$ cat src/design/cmnhd_pkg.sv
// package for the contact matrix new-hit detector
// holds matrix geometry, payload structs, register indexes and the grid mask
// no dependencies
`default_nettype none

package cmnhd_pkg;

  // matrix geometry (at most 8 x 8)
  localparam int unsigned ROWS = 8;
  localparam int unsigned COLS = 8;

  localparam int unsigned CELLS  = 64;
  localparam int unsigned RC_W   = 3;
  localparam int unsigned TIME_W = 16;
  localparam int unsigned ELAP_W = 10;

  localparam logic [TIME_W-1:0] TIME_MAX = '1;

  // configuration register indexes
  typedef enum logic [1:0] {
    CFG_CALIBRATION_MODE = 2'd0,
    CFG_UNMAPPED_MASK    = 2'd1,
    CFG_QUIET_THRESHOLD  = 2'd2,
    CFG_UNUSED           = 2'd3
  } cfg_index_e;

  localparam logic [CELLS-1:0]  UNMAPPED_RESET = 64'h0000_0000_0000_4080;
  localparam logic [TIME_W-1:0] QUIET_RESET    = 16'd500;

  typedef struct packed {
    logic [CELLS-1:0]  contacts;
    logic [ELAP_W-1:0] elapsed_ms;
  } in_item_t;

  typedef struct packed {
    logic            hit_valid;
    logic [RC_W-1:0] hit_row;
    logic [RC_W-1:0] hit_col;
    logic            quiet;
    logic            latches_cleared;
  } out_item_t;

  // result of the first-candidate search
  typedef struct packed {
    logic            found;
    logic [RC_W-1:0] row;
    logic [RC_W-1:0] col;
  } pick_t;

  // cells inside the configured grid
  function automatic logic [CELLS-1:0] grid_mask();
    logic [CELLS-1:0] m;
    m = '0;
    for (int r = 0; r < 8; r++) begin
      for (int c = 0; c < 8; c++) begin
        if (r < int'(ROWS) && c < int'(COLS)) begin
          m[r*8+c] = 1'b1;
        end
      end
    end
    return m;
  endfunction

  localparam logic [CELLS-1:0] GRID_MASK = grid_mask();

endpackage

`default_nettype wire

$ cat src/design/cmnhd_find.sv
// first candidate cell in row-major order
// depends on cmnhd_pkg
`default_nettype none

module cmnhd_find (
  input  wire logic [cmnhd_pkg::CELLS-1:0] cand_i,
  output cmnhd_pkg::pick_t                 pick_o
);
  import cmnhd_pkg::*;

  logic [7:0] row_any;
  logic [7:0] row_bits;
  logic [RC_W-1:0] row_sel;
  logic [RC_W-1:0] col_sel;

  // per-row or-reduce
  always_comb begin
    for (int r = 0; r < 8; r++) begin
      row_any[r] = |cand_i[r*8 +: 8];
    end
  end

  // lowest row with a candidate
  always_comb begin
    row_sel = '0;
    for (int r = 7; r >= 0; r--) begin
      if (row_any[r]) begin
        row_sel = RC_W'(r);
      end
    end
  end

  assign row_bits = cand_i[{row_sel, 3'b000} +: 8];

  // lowest column within that row
  always_comb begin
    col_sel = '0;
    for (int c = 7; c >= 0; c--) begin
      if (row_bits[c]) begin
        col_sel = RC_W'(c);
      end
    end
  end

  assign pick_o.found = |row_any;
  assign pick_o.row   = row_sel;
  assign pick_o.col   = col_sel;

endmodule

`default_nettype wire

$ cat src/design/contact_matrix_new_hit_detector.sv
// top level of the contact matrix new-hit detector
// depends on cmnhd_pkg and cmnhd_find
`default_nettype none

// One input transfer is one scan snapshot of the 8x8 contact matrix plus the
// milliseconds since the previous snapshot; each one produces exactly one
// result transfer. The snapshot lands in an input register, the hit search,
// latch update and quiet timer are worked out combinationally from that
// register and the latch state, and the result is held in an output register.
// A new snapshot is taken every cycle while the result side keeps up, so the
// rate is one snapshot per clock; a result is offered from the output register
// once its snapshot has passed through the input register. The clock rate is
// limited by the 64-cell first-hit search feeding the latch update, which
// must finish before the next snapshot sees the latches. Configuration writes
// are always ready and take effect on the next snapshot worked on; write only
// while no snapshot is in flight. An unmapped hit in normal mode is latched
// silently; in calibration mode any new contact is reported and nothing is
// latched. After the programmed quiet threshold of quiet time (timer starts
// counting on the second quiet scan) all latches drop and latches_cleared is
// flagged.

module contact_matrix_new_hit_detector (
  input  wire logic                      clk_i,
  input  wire logic                      rst_ni,
  // snapshot channel
  input  wire logic                      in_valid_i,
  output logic                           in_stall_o,
  input  wire cmnhd_pkg::in_item_t       in_item_i,
  // result channel
  output logic                           out_valid_o,
  input  wire logic                      out_stall_i,
  output cmnhd_pkg::out_item_t           out_item_o,
  // configuration write channel
  input  wire logic                      cfg_valid_i,
  output logic                           cfg_ready_o,
  input  wire cmnhd_pkg::cfg_index_e     cfg_index_i,
  input  wire logic [63:0]               cfg_data_i
);
  import cmnhd_pkg::*;

  // configuration registers
  logic              calib_q;
  logic [CELLS-1:0]  unmapped_q;
  logic [TIME_W-1:0] quiet_clear_q;

  // input register
  logic     in_valid_q;
  in_item_t in_q;

  // latch and quiet timer state
  logic [CELLS-1:0]  seated_q, seated_d;
  logic              armed_q, armed_d;
  logic [TIME_W-1:0] qtime_q, qtime_d;

  // output register
  logic      out_valid_q;
  out_item_t out_q, out_d;

  logic advance;     // result register can take the worked-on snapshot
  logic commit;      // snapshot in the input register moves to the output
  logic in_xfer;

  logic [CELLS-1:0]  contacts;
  logic [CELLS-1:0]  cand;
  pick_t             pick;
  logic [5:0]        pick_idx;
  logic [CELLS-1:0]  pick_bit;
  logic              report;
  logic              quiet;
  logic              cleared;
  logic [TIME_W:0]   qsum;
  logic [TIME_W-1:0] qsat;

  // config port never stalls
  assign cfg_ready_o = 1'b1;

  always_ff @(posedge clk_i or negedge rst_ni) begin
    if (!rst_ni) begin
      calib_q       <= 1'b0;
      unmapped_q    <= UNMAPPED_RESET;
      quiet_clear_q <= QUIET_RESET;
    end else if (cfg_valid_i && cfg_ready_o) begin
      case (cfg_index_i)
        CFG_CALIBRATION_MODE: calib_q       <= cfg_data_i[0];
        CFG_UNMAPPED_MASK:    unmapped_q    <= cfg_data_i;
        CFG_QUIET_THRESHOLD:  quiet_clear_q <= cfg_data_i[TIME_W-1:0];
        default: ;  // writes beyond the register list are dropped
      endcase
    end
  end

  // pipeline handshake: output frees up, input register drains into it
  assign advance    = !out_valid_q || !out_stall_i;
  assign commit     = in_valid_q && advance;
  assign in_stall_o = in_valid_q && !advance;
  assign in_xfer    = in_valid_i && !in_stall_o;

  always_ff @(posedge clk_i or negedge rst_ni) begin
    if (!rst_ni) begin
      in_valid_q <= 1'b0;
    end else if (!in_stall_o) begin
      in_valid_q <= in_valid_i;
    end
  end

  always_ff @(posedge clk_i) begin
    if (in_xfer) begin
      in_q <= in_item_i;
    end
  end

  // candidates: in contact, inside the grid and not yet latched
  assign contacts = in_q.contacts & GRID_MASK;
  assign cand     = contacts & ~seated_q;

  cmnhd_find u_find (
    .cand_i (cand),
    .pick_o (pick)
  );

  assign pick_idx = {pick.row, pick.col};
  assign pick_bit = CELLS'(1) << pick_idx;

  // calibration reports anything, normal mode only mapped cells
  assign report = pick.found && (calib_q || !unmapped_q[pick_idx]);
  assign quiet  = !pick.found && ((contacts & ~unmapped_q) == '0);

  // saturating quiet-time accumulate
  assign qsum = {1'b0, qtime_q} + (TIME_W+1)'(in_q.elapsed_ms);
  assign qsat = qsum[TIME_W] ? TIME_MAX : qsum[TIME_W-1:0];

  always_comb begin
    seated_d = seated_q;
    armed_d  = 1'b0;
    qtime_d  = '0;
    cleared  = 1'b0;
    if (pick.found && !calib_q) begin
      seated_d = seated_q | pick_bit;
    end
    if (quiet) begin
      if (!armed_q) begin
        // first quiet scan only arms the timer
        armed_d = 1'b1;
      end else if (qsat >= quiet_clear_q) begin
        seated_d = '0;
        cleared  = 1'b1;
      end else begin
        armed_d = 1'b1;
        qtime_d = qsat;
      end
    end
  end

  always_comb begin
    out_d.hit_valid       = report;
    out_d.hit_row         = report ? pick.row : '0;
    out_d.hit_col         = report ? pick.col : '0;
    out_d.quiet           = quiet;
    out_d.latches_cleared = cleared;
  end

  always_ff @(posedge clk_i or negedge rst_ni) begin
    if (!rst_ni) begin
      seated_q <= '0;
      armed_q  <= 1'b0;
      qtime_q  <= '0;
    end else if (commit) begin
      seated_q <= seated_d;
      armed_q  <= armed_d;
      qtime_q  <= qtime_d;
    end
  end

  always_ff @(posedge clk_i or negedge rst_ni) begin
    if (!rst_ni) begin
      out_valid_q <= 1'b0;
    end else if (advance) begin
      out_valid_q <= in_valid_q;
    end
  end

  always_ff @(posedge clk_i) begin
    if (commit) begin
      out_q <= out_d;
    end
  end

  assign out_valid_o = out_valid_q;
  assign out_item_o  = out_q;

  // a timeout clear leaves no latch standing
  a_clear_empties: assert property (@(posedge clk_i) disable iff (!rst_ni)
    commit && cleared |=> seated_q == '0)
    else $error("latches remain after quiet timeout clear");

  // a disarmed timer holds no time
  a_disarmed_zero: assert property (@(posedge clk_i) disable iff (!rst_ni)
    !armed_q |-> qtime_q == '0)
    else $error("quiet time nonzero while timer disarmed");

  // a reported hit and a quiet flag never come together
  a_hit_not_quiet: assert property (@(posedge clk_i) disable iff (!rst_ni)
    out_valid_q && out_q.hit_valid |-> !out_q.quiet)
    else $error("hit reported on a quiet scan");

  // clearing only happens on quiet scans
  a_clear_quiet: assert property (@(posedge clk_i) disable iff (!rst_ni)
    out_valid_q && out_q.latches_cleared |-> out_q.quiet)
    else $error("latches cleared on a scan that was not quiet");

endmodule

`default_nettype wire

$ cat config.mk
export PLATFORM = sky130hd
export DESIGN_NAME = contact_matrix_new_hit_detector
export DESIGN_NICKNAME = d
export VERILOG_FILES = /design/src/design/cmnhd_pkg.sv /design/src/design/cmnhd_find.sv /design/src/design/contact_matrix_new_hit_detector.sv
export SDC_FILE = /design/constraint.sdc
export NUM_CORES = 1
export LEC_CHECK = 0
export BUFFER_PORTS_ARGS = -buffer_cell sky130_fd_sc_hd__buf_2
export CORE_ASPECT_RATIO = 1.4
export CORE_MARGIN = 1.5
export CORE_UTILIZATION = 55
export DETAILED_ROUTE_END_ITERATION = 12
export HOLD_SLACK_MARGIN = 0.06
export PLACE_DENSITY_LB_ADDON = 0.05
export SETUP_SLACK_MARGIN = 0.4
export SYNTH_ARGS = -nofsm -noshare
export SYNTH_HDL_FRONTEND = slang
export SYNTH_SLANG_ARGS = --single-unit
$ cat constraint.sdc
create_clock -name clk_i -period 8.6 [get_ports clk_i]
set_input_delay 0.43 -clock clk_i [delete_from_list [all_inputs] [get_ports clk_i]]
set_output_delay 0.43 -clock clk_i [all_outputs]
set_load 0.005 [all_outputs]
==> results.json <==
{
  "run_status": "finished clean",
  "critPathCapture": "qtime_q[1]$_DFFE_PN0P_",
  "ys_types": 90,
  "path_common_cell": "sky130_fd_sc_hd__a21o_1",
  "synth-seq-area-share": 0.539,
  "timing.critical_path.from_type": "flip-flop",
  "place_inst": 1530,
  "synth-adder-area-share": 0.0282,
  "grt_setup_unrepaired": "false",
  "clkSinkCount": 247,
  "place.port_buffers": 155,
  "worst-r2r-cell-count": 30,
  "synth_nets": 1285,
  "final_cells": 1598,
  "post_route_minimum_period_ps": 6500,
  "post_cts_resized": 0,
  "worstReg2RegStart": "qtime_q[0]$_DFFE_PN0P_",
  "drtPass1Iterations": 6,
  "core_region_area_sq_um": 21900,
  "grt_first_pass_wirelength_microns": 58900,
  "start_util": 0.560,
  "reg2reg_slack_ps": 2100,
  "y_dimension_of_the_die_microns": 180,
  "worst-path-buf-inv": 1,
  "ir_drop_mv": 0.201,
  "end_kind": "flip-flop",
  "overflow": 0,
  "synth_area_in_simple_gates": 0.139,
  "groute.usage.overall": 0.346,
  "postLayoutCoreUtil": 0.654,
  "setup_violations": 0,
  "hold_path.class": "input port to flip-flop",
  "area_share_of_the_leading_cell_type_in_the_synthesized_netlist": 0.319,
  "synth_edf_count": 83,
  "clock_skew_ps": 28.0,
  "total_leakage_power_nw": 6.42,
  "postCtsHoldBufs": 9,
  "synth_top_cells_by_area": "sky130_fd_sc_hd__dfrtp_1 32%, sky130_fd_sc_hd__edfxtp_1 20%, sky130_fd_sc_hd__mux2_2 7.4%, sky130_fd_sc_hd__a21oi_1 3.8%, sky130_fd_sc_hd__nor2_1 3.5%",
  "io_pins": 157,
  "ys_ff_latch": 247,
  "detail_route.vias_per_cell": 6.12,
  "area_growth_pct": 16.6,
  "netlist_top_cells_count": "156 x sky130_fd_sc_hd__dfrtp_1, 113 x sky130_fd_sc_hd__nor2_1, 93 x sky130_fd_sc_hd__a21oi_1",
  "postSynth.topFlopCell": "sky130_fd_sc_hd__dfrtp_1",
  "worst-setup-path-type": "flip-flop to flip-flop",
  "die_width_microns": 129,
  "cts-root-buf": "sky130_fd_sc_hd__clkbuf_16",
  "last_weighted_congestion_value_of_the_routability_driven_placer": 1.02,
  "cp_data_arrival_time_ps": 6950,
  "drt-initial-drc-count": 916,
  "grt_antenna_before_repair": 3,
  "fmax_mhz": 154,
  "final_hold_viol_count": 0,
  "worst_r2r_endpoint": "qtime_q[1]$_DFFE_PN0P_",
  "route.vias.total": 9783,
  "critical_path_cell_count": 30,
  "slowest_stage": "sky130_fd_sc_hd__and2_1",
  "wirelength_microns": 39800,
  "clock_tree.buffer_depth": 3,
  "drcViolationCount": 0,
  "fillCellCount": 1771,
  "ff_latch_area_sq_um": 6610,
  "grt_pass1_vias": 9863,
  "number_of_placement_rows": 64,
  "design_power_total_w": 0.00378,
  "syn_inst": 1113,
  "post_synth_instance_area_sq_um": 12300,
  "path_delay_family": "compound AO/OA/AOI/OAI gates",
  "wl_per_cell_microns": 24.9,
  "multi_input_combinational_cell_area_sq_um": 5130,
  "pin_count_of_the_biggest_net_entering_global_routing": 98,
  "cts.repair_timing.setup_buffer_count": 0,
  "overall_die_area_sq_um": 23200,
  "yosys_warnings": 0,
  "crit_start": "qtime_q[0]$_DFFE_PN0P_",
  "slew_headroom": 0.286,
  "synth.area.mux_share": 0.0811,
  "yosys.cell_count.top_type": "sky130_fd_sc_hd__dfrtp_1",
  "synth-async-reset-ratio": 0.664,
  "max-cap-violations": 0,
  "synthXorXnorAreaFrac": 0.00429,
  "hpwlAfterDp_microns": 30300,
  "clkSlewWorstSetupHoldPaths_ps": 60,
  "worst-slew-pin-transition_ps": 1070,
  "postRouteAntennaNets": 0,
  "cts_made_buffers": 25,
  "final_net_count": 1452,
  "h-tree-depth": 1,
  "timing_max_transition_violations_final": 0,
  "crit_path_max_fanout": 15,
  "cts_tree": "built",
  "syn_area_per_cell_sq_um": 11.0,
  "synth_largest_area_cell": "sky130_fd_sc_hd__dfrtp_1",
  "pwr_density_cell_nw_per_um2": 264,
  "synth_compound_area_frac": 0.165,
  "final_layout_size_suffix_gt1_frac": 0.251,
  "dominant_combinational_cell_family_by_area_after_synthesis": "compound AO/OA/AOI/OAI gates",
  "worst_path_largest_cell_delay_ps": 580,
  "worstPathRequired_ps": 9050,
  "final_min_period_over_clock_period": 0.756,
  "worstSkewPairLatency_ps": 540,
  "fin_setup_tns_ps": 0
}
## metrics by stage
stage               hold slack (ps)  setup WS, ps  cell area (sq um)
finish                         69.1          2100              14300
global route                   59.9          1560              14300
CTS                            60.0          2110              14200
detailed placement              476          2140              13300
global placement                465          2360              13300
floorplan                       134          2760              12300
## power by group
group          total, W  leakage, nW  internal, W  switching, W
clock           0.00106        0.390     0.000610      0.000451
sequential      0.00150         2.87      0.00138      0.000124
combinational   0.00122         3.15     0.000422      0.000798
## metal layers
layer  global-route usage  wire length, microns  vias up
met5                    0                     0        -
met3               0.0503                  2370      158
met4                0.223                  2930        0
met2                0.590                 20300      464
met1                0.401                 14200     4783
li1                     -                     -     4378
## kinds of logic after synthesis
group	count (synthesis)
compound gates	282
xor+xnor	6
fa+ha+maj	27
buf+inv	132
flops	247
mux	88
other cells	1
simple gates	330
## worst min-delay path by stage
stage                        startpoint                        to  depth (start not counted)
2_1_floorplan                    rst_ni       armed_q$_DFFE_PN0P_                          0
3_3_place_gp   seated_q[33]$_DFFE_PN0P_  seated_q[33]$_DFFE_PN0P_                          2
3_5_place_dp    seated_q[5]$_DFFE_PN0P_   seated_q[5]$_DFFE_PN0P_                          2
4_1_cts                   in_item_i[44]    contacts[34]$_DFFE_PP_                          1
5_1_grt                   in_item_i[70]    contacts[60]$_DFFE_PP_                          1
6_report                  in_item_i[60]    contacts[50]$_DFFE_PP_                          1
## flip-flops by register name (all words and copies together), names as in the netlist
signal         flops
out_valid_o        1
quiet_clear_q     16
calib_q            1
armed_q            1
in_valid_q         1
seated_q          64
contacts          64
qtime_q           16
out_item_o         9
in_q              10
unmapped_q        64
## area by class of cell
cell class              count  area share
diodes                      3    0.000525
repair buffers            185      0.0740
flip-flops and latches    247       0.462
clock buffers              37      0.0504
multi-input cells         734       0.359
well taps                 297      0.0260
inverters                  87      0.0228
clock inverters             8     0.00517
## placed cells by master (no fill, tap or decap), types with 10 or more instances in the layout
cell type / count
sky130_fd_sc_hd__a211oi_1: 13
sky130_fd_sc_hd__a21o_1: 14
sky130_fd_sc_hd__a21oi_1: 93
sky130_fd_sc_hd__a22o_1: 17
sky130_fd_sc_hd__buf_2: 154
sky130_fd_sc_hd__buf_4: 10
sky130_fd_sc_hd__clkbuf_16: 25
sky130_fd_sc_hd__dfrtp_1: 156
sky130_fd_sc_hd__dlygate4sd3_1: 20
sky130_fd_sc_hd__edfxtp_1: 83
sky130_fd_sc_hd__ha_1: 26
sky130_fd_sc_hd__inv_1: 87
sky130_fd_sc_hd__mux2_2: 80
sky130_fd_sc_hd__nand2_1: 44
sky130_fd_sc_hd__nand2b_1: 36
sky130_fd_sc_hd__nand3_1: 23
sky130_fd_sc_hd__nor2_1: 111
sky130_fd_sc_hd__nor2b_1: 44
sky130_fd_sc_hd__o21ai_0: 27
sky130_fd_sc_hd__o22ai_1: 17
(Power assumes the default switching activity.)
